$ cat src/rtl/core/assert_macros.svh
// Assertion macros used by the top level of the heap core.
`ifndef ASSERT_MACROS_SVH
`define ASSERT_MACROS_SVH
`ifndef SYNTHESIS
`define IPQ_ASSERT_IMPL(lbl, clk, rst_n, ante, cons) \
    lbl: assert property (@(posedge clk) disable iff (!rst_n) (ante) |-> (cons)) \
        else $error("heap core assertion failed");
`define IPQ_ASSERT_NEXT(lbl, clk, rst_n, ante, cons) \
    lbl: assert property (@(posedge clk) disable iff (!rst_n) (ante) |=> (cons)) \
        else $error("heap core assertion failed");
`else
`define IPQ_ASSERT_IMPL(lbl, clk, rst_n, ante, cons)
`define IPQ_ASSERT_NEXT(lbl, clk, rst_n, ante, cons)
`endif
`endif

$ cat src/rtl/core/ipq_pkg.sv
// Shared constants, codes and controller/datapath interface types.
`default_nettype none
package ipq_pkg;

    localparam int ENTRIES   = 1024;
    localparam int SLOT_W    = 10;
    localparam int POS_W     = SLOT_W + 1;
    localparam int ID_W      = 10;
    localparam int KEY_HI_W  = 16;
    localparam int KEY_LO_W  = 64;
    localparam int KEY_W     = KEY_HI_W + KEY_LO_W;
    localparam int KEY_BYTES = KEY_W / 8;
    localparam int KEY_CHARS = 10;
    localparam int STAT_W    = 3;

    typedef enum logic [1:0] {
        KIND_PUSH,
        KIND_POP,
        KIND_MODIFY,
        KIND_CLEAR
    } kind_t;

    typedef enum logic [STAT_W-1:0] {
        ST_OK,
        ST_EMPTY,
        ST_FULL,
        ST_ABSENT,
        ST_PRESENT
    } status_t;

    typedef enum logic [4:0] {
        DP_NOP,
        DP_WIPE,
        DP_LOAD,
        DP_FAIL,
        DP_PUSH_INIT,
        DP_MOD_INIT,
        DP_POP_INIT,
        DP_POP_LAST,
        DP_POP_KEY,
        DP_UP_RD,
        DP_UP_KEY,
        DP_UP_MOVE,
        DP_DN_RD,
        DP_DN_KEY,
        DP_DN_KEY2,
        DP_DN_RCMP,
        DP_DN_MOVE,
        DP_PLACE,
        DP_CLR_RD,
        DP_CLR_WR,
        DP_CLR_END
    } dp_op_t;

    typedef struct packed {
        dp_op_t  op;
        status_t code;
    } dp_cmd_t;

    typedef struct packed {
        logic id_zero;
        logic slot_hit;
        logic slot_bad;
        logic full;
        logic empty;
        logic at_root;
        logic moved;
        logic up_above;
        logic no_child;
        logic down_above;
        logic wipe_last;
        logic clr_end;
    } dp_flags_t;

    // Greater key wins; on equal keys the smaller id wins.
    function automatic logic ranks_above(
        input logic [KEY_W-1:0] a_key,
        input logic [ID_W-1:0]  a_id,
        input logic [KEY_W-1:0] b_key,
        input logic [ID_W-1:0]  b_id
    );
        logic res;
        if (a_key != b_key)
        begin
            res = (a_key > b_key);
        end
        else
        begin
            res = (a_id < b_id);
        end
        return res;
    endfunction

endpackage
`default_nettype wire

$ cat src/rtl/core/ipq_ctrl.sv
// Heap controller: sequences push, pop, modify, clear and the reset wipe.
`default_nettype none
module ipq_ctrl
    import ipq_pkg::*;
(
    input  wire logic       clk,
    input  wire logic       rst_n,
    input  wire logic       start,
    input  wire logic [1:0] kind,
    input  wire dp_flags_t  flags,
    output dp_cmd_t         cmd,
    output logic            busy,
    output logic            done
);

    typedef enum logic [3:0] {
        S_WIPE,
        S_IDLE,
        S_CHECK,
        S_UP_RD,
        S_UP_KEY,
        S_UP_CMP,
        S_DN_RD,
        S_DN_KEY,
        S_DN_KEY2,
        S_DN_RCMP,
        S_DN_CMP,
        S_POP_LAST,
        S_POP_KEY,
        S_CLR_RD,
        S_CLR_WR,
        S_DONE
    } state_t;

    state_t state_reg, state_next;
    kind_t  kind_reg;
    logic   busy_reg;
    logic   done_reg;

    always_comb
    begin
        cmd.op     = DP_NOP;
        cmd.code   = ST_OK;
        state_next = state_reg;
        case (state_reg)
            S_WIPE:
            begin
                cmd.op = DP_WIPE;
                if (flags.wipe_last)
                begin
                    state_next = S_IDLE;
                end
            end
            S_IDLE:
            begin
                if (start)
                begin
                    cmd.op     = DP_LOAD;
                    state_next = S_CHECK;
                end
            end
            S_CHECK:
            begin
                case (kind_reg)
                    KIND_PUSH:
                    begin
                        if (flags.id_zero)
                        begin
                            cmd.op     = DP_FAIL;
                            cmd.code   = ST_ABSENT;
                            state_next = S_DONE;
                        end
                        else if (flags.slot_hit)
                        begin
                            cmd.op     = DP_FAIL;
                            cmd.code   = ST_PRESENT;
                            state_next = S_DONE;
                        end
                        else if (flags.full)
                        begin
                            cmd.op     = DP_FAIL;
                            cmd.code   = ST_FULL;
                            state_next = S_DONE;
                        end
                        else
                        begin
                            cmd.op     = DP_PUSH_INIT;
                            state_next = S_UP_RD;
                        end
                    end
                    KIND_POP:
                    begin
                        if (flags.empty)
                        begin
                            cmd.op     = DP_FAIL;
                            cmd.code   = ST_EMPTY;
                            state_next = S_DONE;
                        end
                        else
                        begin
                            cmd.op     = DP_POP_INIT;
                            state_next = S_POP_LAST;
                        end
                    end
                    KIND_MODIFY:
                    begin
                        if (flags.id_zero || flags.slot_bad)
                        begin
                            cmd.op     = DP_FAIL;
                            cmd.code   = ST_ABSENT;
                            state_next = S_DONE;
                        end
                        else
                        begin
                            cmd.op     = DP_MOD_INIT;
                            state_next = S_UP_RD;
                        end
                    end
                    default:
                    begin
                        state_next = S_CLR_RD;
                    end
                endcase
            end
            S_UP_RD, S_UP_CMP:
            begin
                if (state_reg == S_UP_RD && !flags.at_root)
                begin
                    cmd.op     = DP_UP_RD;
                    state_next = S_UP_KEY;
                end
                else if (state_reg == S_UP_CMP && flags.up_above)
                begin
                    cmd.op     = DP_UP_MOVE;
                    state_next = S_UP_RD;
                end
                else if (kind_reg == KIND_MODIFY && !flags.moved)
                begin
                    // entry did not rise: try sinking from the same slot
                    state_next = S_DN_RD;
                end
                else
                begin
                    cmd.op     = DP_PLACE;
                    state_next = S_DONE;
                end
            end
            S_UP_KEY:
            begin
                cmd.op     = DP_UP_KEY;
                state_next = S_UP_CMP;
            end
            S_DN_RD:
            begin
                if (flags.no_child)
                begin
                    cmd.op     = DP_PLACE;
                    state_next = S_DONE;
                end
                else
                begin
                    cmd.op     = DP_DN_RD;
                    state_next = S_DN_KEY;
                end
            end
            S_DN_KEY:
            begin
                cmd.op     = DP_DN_KEY;
                state_next = S_DN_KEY2;
            end
            S_DN_KEY2:
            begin
                cmd.op     = DP_DN_KEY2;
                state_next = S_DN_RCMP;
            end
            S_DN_RCMP:
            begin
                cmd.op     = DP_DN_RCMP;
                state_next = S_DN_CMP;
            end
            S_DN_CMP:
            begin
                if (flags.down_above)
                begin
                    cmd.op     = DP_DN_MOVE;
                    state_next = S_DN_RD;
                end
                else
                begin
                    cmd.op     = DP_PLACE;
                    state_next = S_DONE;
                end
            end
            S_POP_LAST:
            begin
                cmd.op     = DP_POP_LAST;
                state_next = flags.empty ? S_DONE : S_POP_KEY;
            end
            S_POP_KEY:
            begin
                cmd.op     = DP_POP_KEY;
                state_next = S_DN_RD;
            end
            S_CLR_RD:
            begin
                if (flags.clr_end)
                begin
                    cmd.op     = DP_CLR_END;
                    state_next = S_DONE;
                end
                else
                begin
                    cmd.op     = DP_CLR_RD;
                    state_next = S_CLR_WR;
                end
            end
            S_CLR_WR:
            begin
                cmd.op     = DP_CLR_WR;
                state_next = S_CLR_RD;
            end
            S_DONE:
            begin
                state_next = S_IDLE;
            end
            default:
            begin
                state_next = S_IDLE;
            end
        endcase
    end

    always_ff @(posedge clk or negedge rst_n)
    begin
        if (!rst_n)
        begin
            state_reg <= S_WIPE;
            kind_reg  <= KIND_PUSH;
            busy_reg  <= 1'b1;
            done_reg  <= 1'b0;
        end
        else
        begin
            state_reg <= state_next;
            if (state_reg == S_IDLE && start)
            begin
                kind_reg <= kind_t'(kind);
            end
            busy_reg <= (state_next != S_IDLE);
            done_reg <= (state_next == S_DONE);
        end
    end

    assign busy = busy_reg;
    assign done = done_reg;

endmodule
`default_nettype wire

$ cat config.mk
export PLATFORM = sky130hd
export DESIGN_NAME = ipq_ctrl
export DESIGN_NICKNAME = d
export VERILOG_FILES = /design/src/rtl/core/assert_macros.svh /design/src/rtl/core/ipq_pkg.sv /design/src/rtl/core/ipq_ctrl.sv
export SDC_FILE = /design/constraint.sdc
export NUM_CORES = 1
export LEC_CHECK = 0
export BUFFER_PORTS_ARGS = -buffer_cell sky130_fd_sc_hd__buf_4
export CORE_ASPECT_RATIO = 1.25
export CORE_MARGIN = 10
export CORE_UTILIZATION = 30
export CTS_CLUSTER_SIZE = 25
export DETAILED_ROUTE_END_ITERATION = 6
export GPL_TIMING_DRIVEN = 0
export SYNTH_ARGS = -nofsm -noshare
export SYNTH_HDL_FRONTEND = slang
export SYNTH_SLANG_ARGS = --single-unit
$ cat constraint.sdc
create_clock -name clk -period 1.5 [get_ports clk]
set_input_delay 0.3 -clock clk [delete_from_list [all_inputs] [get_ports clk]]
set_output_delay 0.3 -clock clk [all_outputs]
set_load 0.1 [all_outputs]
Word-level counts from Yosys, hierarchy flattened
Cells that the tools add are included.
Widths: inputs -> output; s select.
- flip-flop bits (word level): 8
- input port bits: 17
- output and inout port bits: 10
- logic and storage cells: 67
- equal/unequal tests: 19
- multiplexer cells: 34
- reductions and logical operators: 10
- operators by type and width (kind ; number):
    $pmux 5 s14 ; 1
    $pmux 4 s15 ; 1
    $mux 4 ; 11
    $eq 4x4->1 const B ; 9
    $mux 5 ; 4
    $mux 3 ; 6
    $pmux 6 s3 ; 1
    $eq 4x3->1 const B ; 4
    $mux 6 ; 2
    $pmux 4 s3 ; 1
    $eq 4x2->1 const B ; 2
    $mux 2 ; 4
    $eq 4x1->1 const B ; 1
    $logic_and 1x1->1 ; 4
    $logic_not 4->1 ; 1
    $ne 4x1->1 const B ; 1
    $mux 1 ; 3
    $eq 2x1->1 const B ; 1
    $eq 2x2->1 const B ; 1
    $logic_not 1->1 ; 2
    $logic_not 2->1 ; 1
    $reduce_or 2->1 ; 1
    $logic_or 1x1->1 ; 1

Longest topological paths before layout
- word-level depth: 7
- depth in mapped cells: 7
- gate-level depth less buffers: 5

Least setup slack after synthesis
No wires, ideal clock.
- path type: register -> output
- start point: reg state_reg[3]
- end point: out cmd[5] (netlist bit)
- arrival time: 4.324 ns
- required time: 1.200 ns
- setup slack: -3.124 ns
- stages on the path, launching flop included: 5
- cells stage by stage: dfrtp_1 -> clkbuf_2 -> buf_2 -> buf_2 -> o311ai_0
- RTL lines (item ; line ; source):
    start: declaration ; ipq_ctrl.sv:35 ; state_t state_reg, state_next;
    start signal: assignment ; ipq_ctrl.sv:244 ; state_reg <= state_next;
    end: declaration ; ipq_ctrl.sv:11 ; output dp_cmd_t cmd,

==> flow_metrics.env <==
export IMPL_worstMarginPinSlew_ns=0.535
export IMPL_fillers=232
export IMPL_viasPerCell=5.62
export IMPL_crit_chain="buf_6 -> buf_4 -> nand2_2 -> o21ai_0 -> a222oi_1 -> nand2_4 -> buf_12"
export IMPL_holdCritPathClass="in2reg"
export IMPL_final_cell_mix="44 x buf_4, 12 x nand2_1, 12 x buf_6"
export IMPL_pin_count=27
export IMPL_fin_crit_sh_pct=145
export IMPL_area_growth_syn_to_layout_pct=115
export IMPL_fmax_mhz=458
export IMPL_coreArea_sq_um=2890
export IMPL_fin_nets=210
export IMPL_worst_slack_ns=-0.682
export IMPL_die_w_um=68.7
export IMPL_vias=1281
export IMPL_hold_viol_final=0
export IMPL_fin_skew_ns=0.00448
export IMPL_io_buffers=26
export IMPL_path_class="reg2out"
export IMPL_cts_max_path_buffers=2
export IMPL_critPathArrivalTime_ns=1.88
export IMPL_grt_pass1_vias=1164
export IMPL_gp_congestion=0.904
export IMPL_synth_distinct_cells=41
export IMPL_routed_wl_um=4140
export IMPL_layout_drive_gt1_share_pct=65.6
export IMPL_drt_initial_drc_count=100
export IMPL_grt_pass1_wl_um=5470
export IMPL_clkTransAtPathRegs_ns=0.05
export IMPL_cap_violations=0
export IMPL_status="complete, but fails checks"
export IMPL_period_needed_ns=2.18
export IMPL_critical_path_max_fanout=9
export IMPL_cts_buffers=3
export IMPL_die_y_um=80.9
export IMPL_synth_seq_cells=8
export IMPL_cts_root_buf="clkbuf_4"
export IMPL_drv_slew=0
export IMPL_dp_hpwl_um=2390
export IMPL_tns_ns=-5.40
export IMPL_route_detailed_drc=0
export IMPL_synthArstFlopShare_pct=100
export IMPL_grt_usage_pct=12.5
export IMPL_start_kind="flop"
export IMPL_end_kind="output port"
export IMPL_htreeDepth=1
export IMPL_synth_edf_count=0
export IMPL_avgSynthCellArea_sq_um=6.95
export IMPL_synth_area_sq_um=890
export IMPL_cts_tree="yes"
export IMPL_largest_register_ffs=4
export IMPL_rsz0062_at_grt="true"
export IMPL_wl_per_cell_um=18.2
export IMPL_cts_sink_count=8
export IMPL_drt_pass1_iter_count=4
export IMPL_rows=22
export IMPL_antenna_cells=0
export IMPL_relSlewSlack_pct=64.3
export IMPL_synth_warnings=0
export IMPL_grt_max_degree=11
export IMPL_final_common_cell="buf_4"
export IMPL_gr_total_overflow=0
export IMPL_finalSetupViolations=14
export IMPL_seq_area_frac_synth_pct=22.6
export IMPL_synthCells=128
export IMPL_die_area_sq_um=5560
export IMPL_critPathMaxStageDelay_ns=0.46
export IMPL_violations="negative setup slack"
export IMPL_reg2reg_slack_ns=-0.39
export IMPL_required_ns=1.20
export IMPL_ys_flop_type="dfrtp_1"
export IMPL_cp_slowest_cell="a222oi_1"
export IMPL_grt_antenna_before_repair=0
export IMPL_initial_core_util_pct=30.8
export IMPL_syn_nets=145
export IMPL_clk_latency_ns=0.26
export IMPL_antenna_left=0
## cell type report
class                           instances  area [sq um]  area share (%)
Multi-Input combinational cell        102           925            48.2
Timing Repair Buffer                   61           577            30.1
Sequential cell                         8           206            10.8
Buffer                                  9           105            5.48
Tap cell                               36          45.0            2.35
Inverter                                8          32.5            1.70
Clock buffer                            4          26.3            1.37
## routing by layer
layer / track usage, % / vias to the layer above / wire length, um
met5: 0 / - / 0
met4: 5.93 / 0 / 138
met3: 2.07 / 11 / 254
met2: 21.3 / 56 / 2290
met1: 14.7 / 617 / 1460
li1: - / 597 / -
## cells by family after synthesis
group | synth area share (%)
simple gates | 29.7
compound gates | 35.2
mux | 1.27
buf+inv | 9.14
fa+ha+maj | 1.13
xor+xnor | 0.985
flops | 22.6
## synthesized netlist by cell type, types with 2 or more instances
| library cell | count | area, sq um |
|---|---|---|
| nand2_1 | 17 | 63.8 |
| a21oi_1 | 13 | 65.1 |
| nor2_1 | 10 | 37.5 |
| o21ai_0 | 10 | 50.1 |
| inv_1 | 8 | 30.0 |
| dfrtp_1 | 7 | 175 |
| nor2b_1 | 7 | 43.8 |
| a211oi_1 | 4 | 30.0 |
| buf_2 | 4 | 20.0 |
| clkbuf_1 | 3 | 11.3 |
| nand2b_1 | 3 | 18.8 |
| nand3b_1 | 3 | 22.5 |
| nor3_1 | 3 | 15.0 |
| nor4_1 | 3 | 18.8 |
| o211ai_1 | 3 | 22.5 |
| buf_4 | 2 | 15.0 |
| nand4_1 | 2 | 12.5 |
| o21a_1 | 2 | 15.0 |
| o221ai_1 | 2 | 17.5 |
## metrics by stage
stage	instance area [sq um]	setup WS [ns]	hold slack, ns	util, %	std cells
floorplan	1020	-1.15	0.00441	-	128
global placement	1260	-0.749	0.118	43.6	190
detailed placement	1260	-0.711	0.120	43.6	190
CTS	1630	-0.677	0.274	56.5	212
global route	1920	-0.739	0.265	66.3	228
finish	1920	-0.682	0.278	66.3	228
## worst paths after layout
kind | cells after the start | start | to
setup / recovery | 7 | state_reg[3] | cmd[4]
hold / removal | 2 | kind[0] | kind_reg[0]
setup reg to reg | 7 | state_reg[0] | done
hold reg to reg | 3 | kind_reg[0] | kind_reg[0]
max in group asynchronous | 2 | rst_n | busy
min in group asynchronous | 2 | rst_n | kind_reg[0]
## critical path: cells and delay by family (launching register included)
kind / cells / cell delay, ns
simple gates: 2 / 0.16
compound gates: 2 / 0.54
buf+inv: 3 / 0.48
flops: 1 / 0.44
## what timing repair did
item / in CTS / in global routing
buffers inserted: 18 / 18
gates resized for setup: 52 / 39
endpoints found under the setup margin: 15 / 15
endpoints found under the hold margin: 7 / 0
pin swaps: 10 / 24
hold buffers: 1 / 0
Power is left out: the tool's default activity adds up to more than one toggle a clock period on the data nets, which glitch-free logic cannot reach.
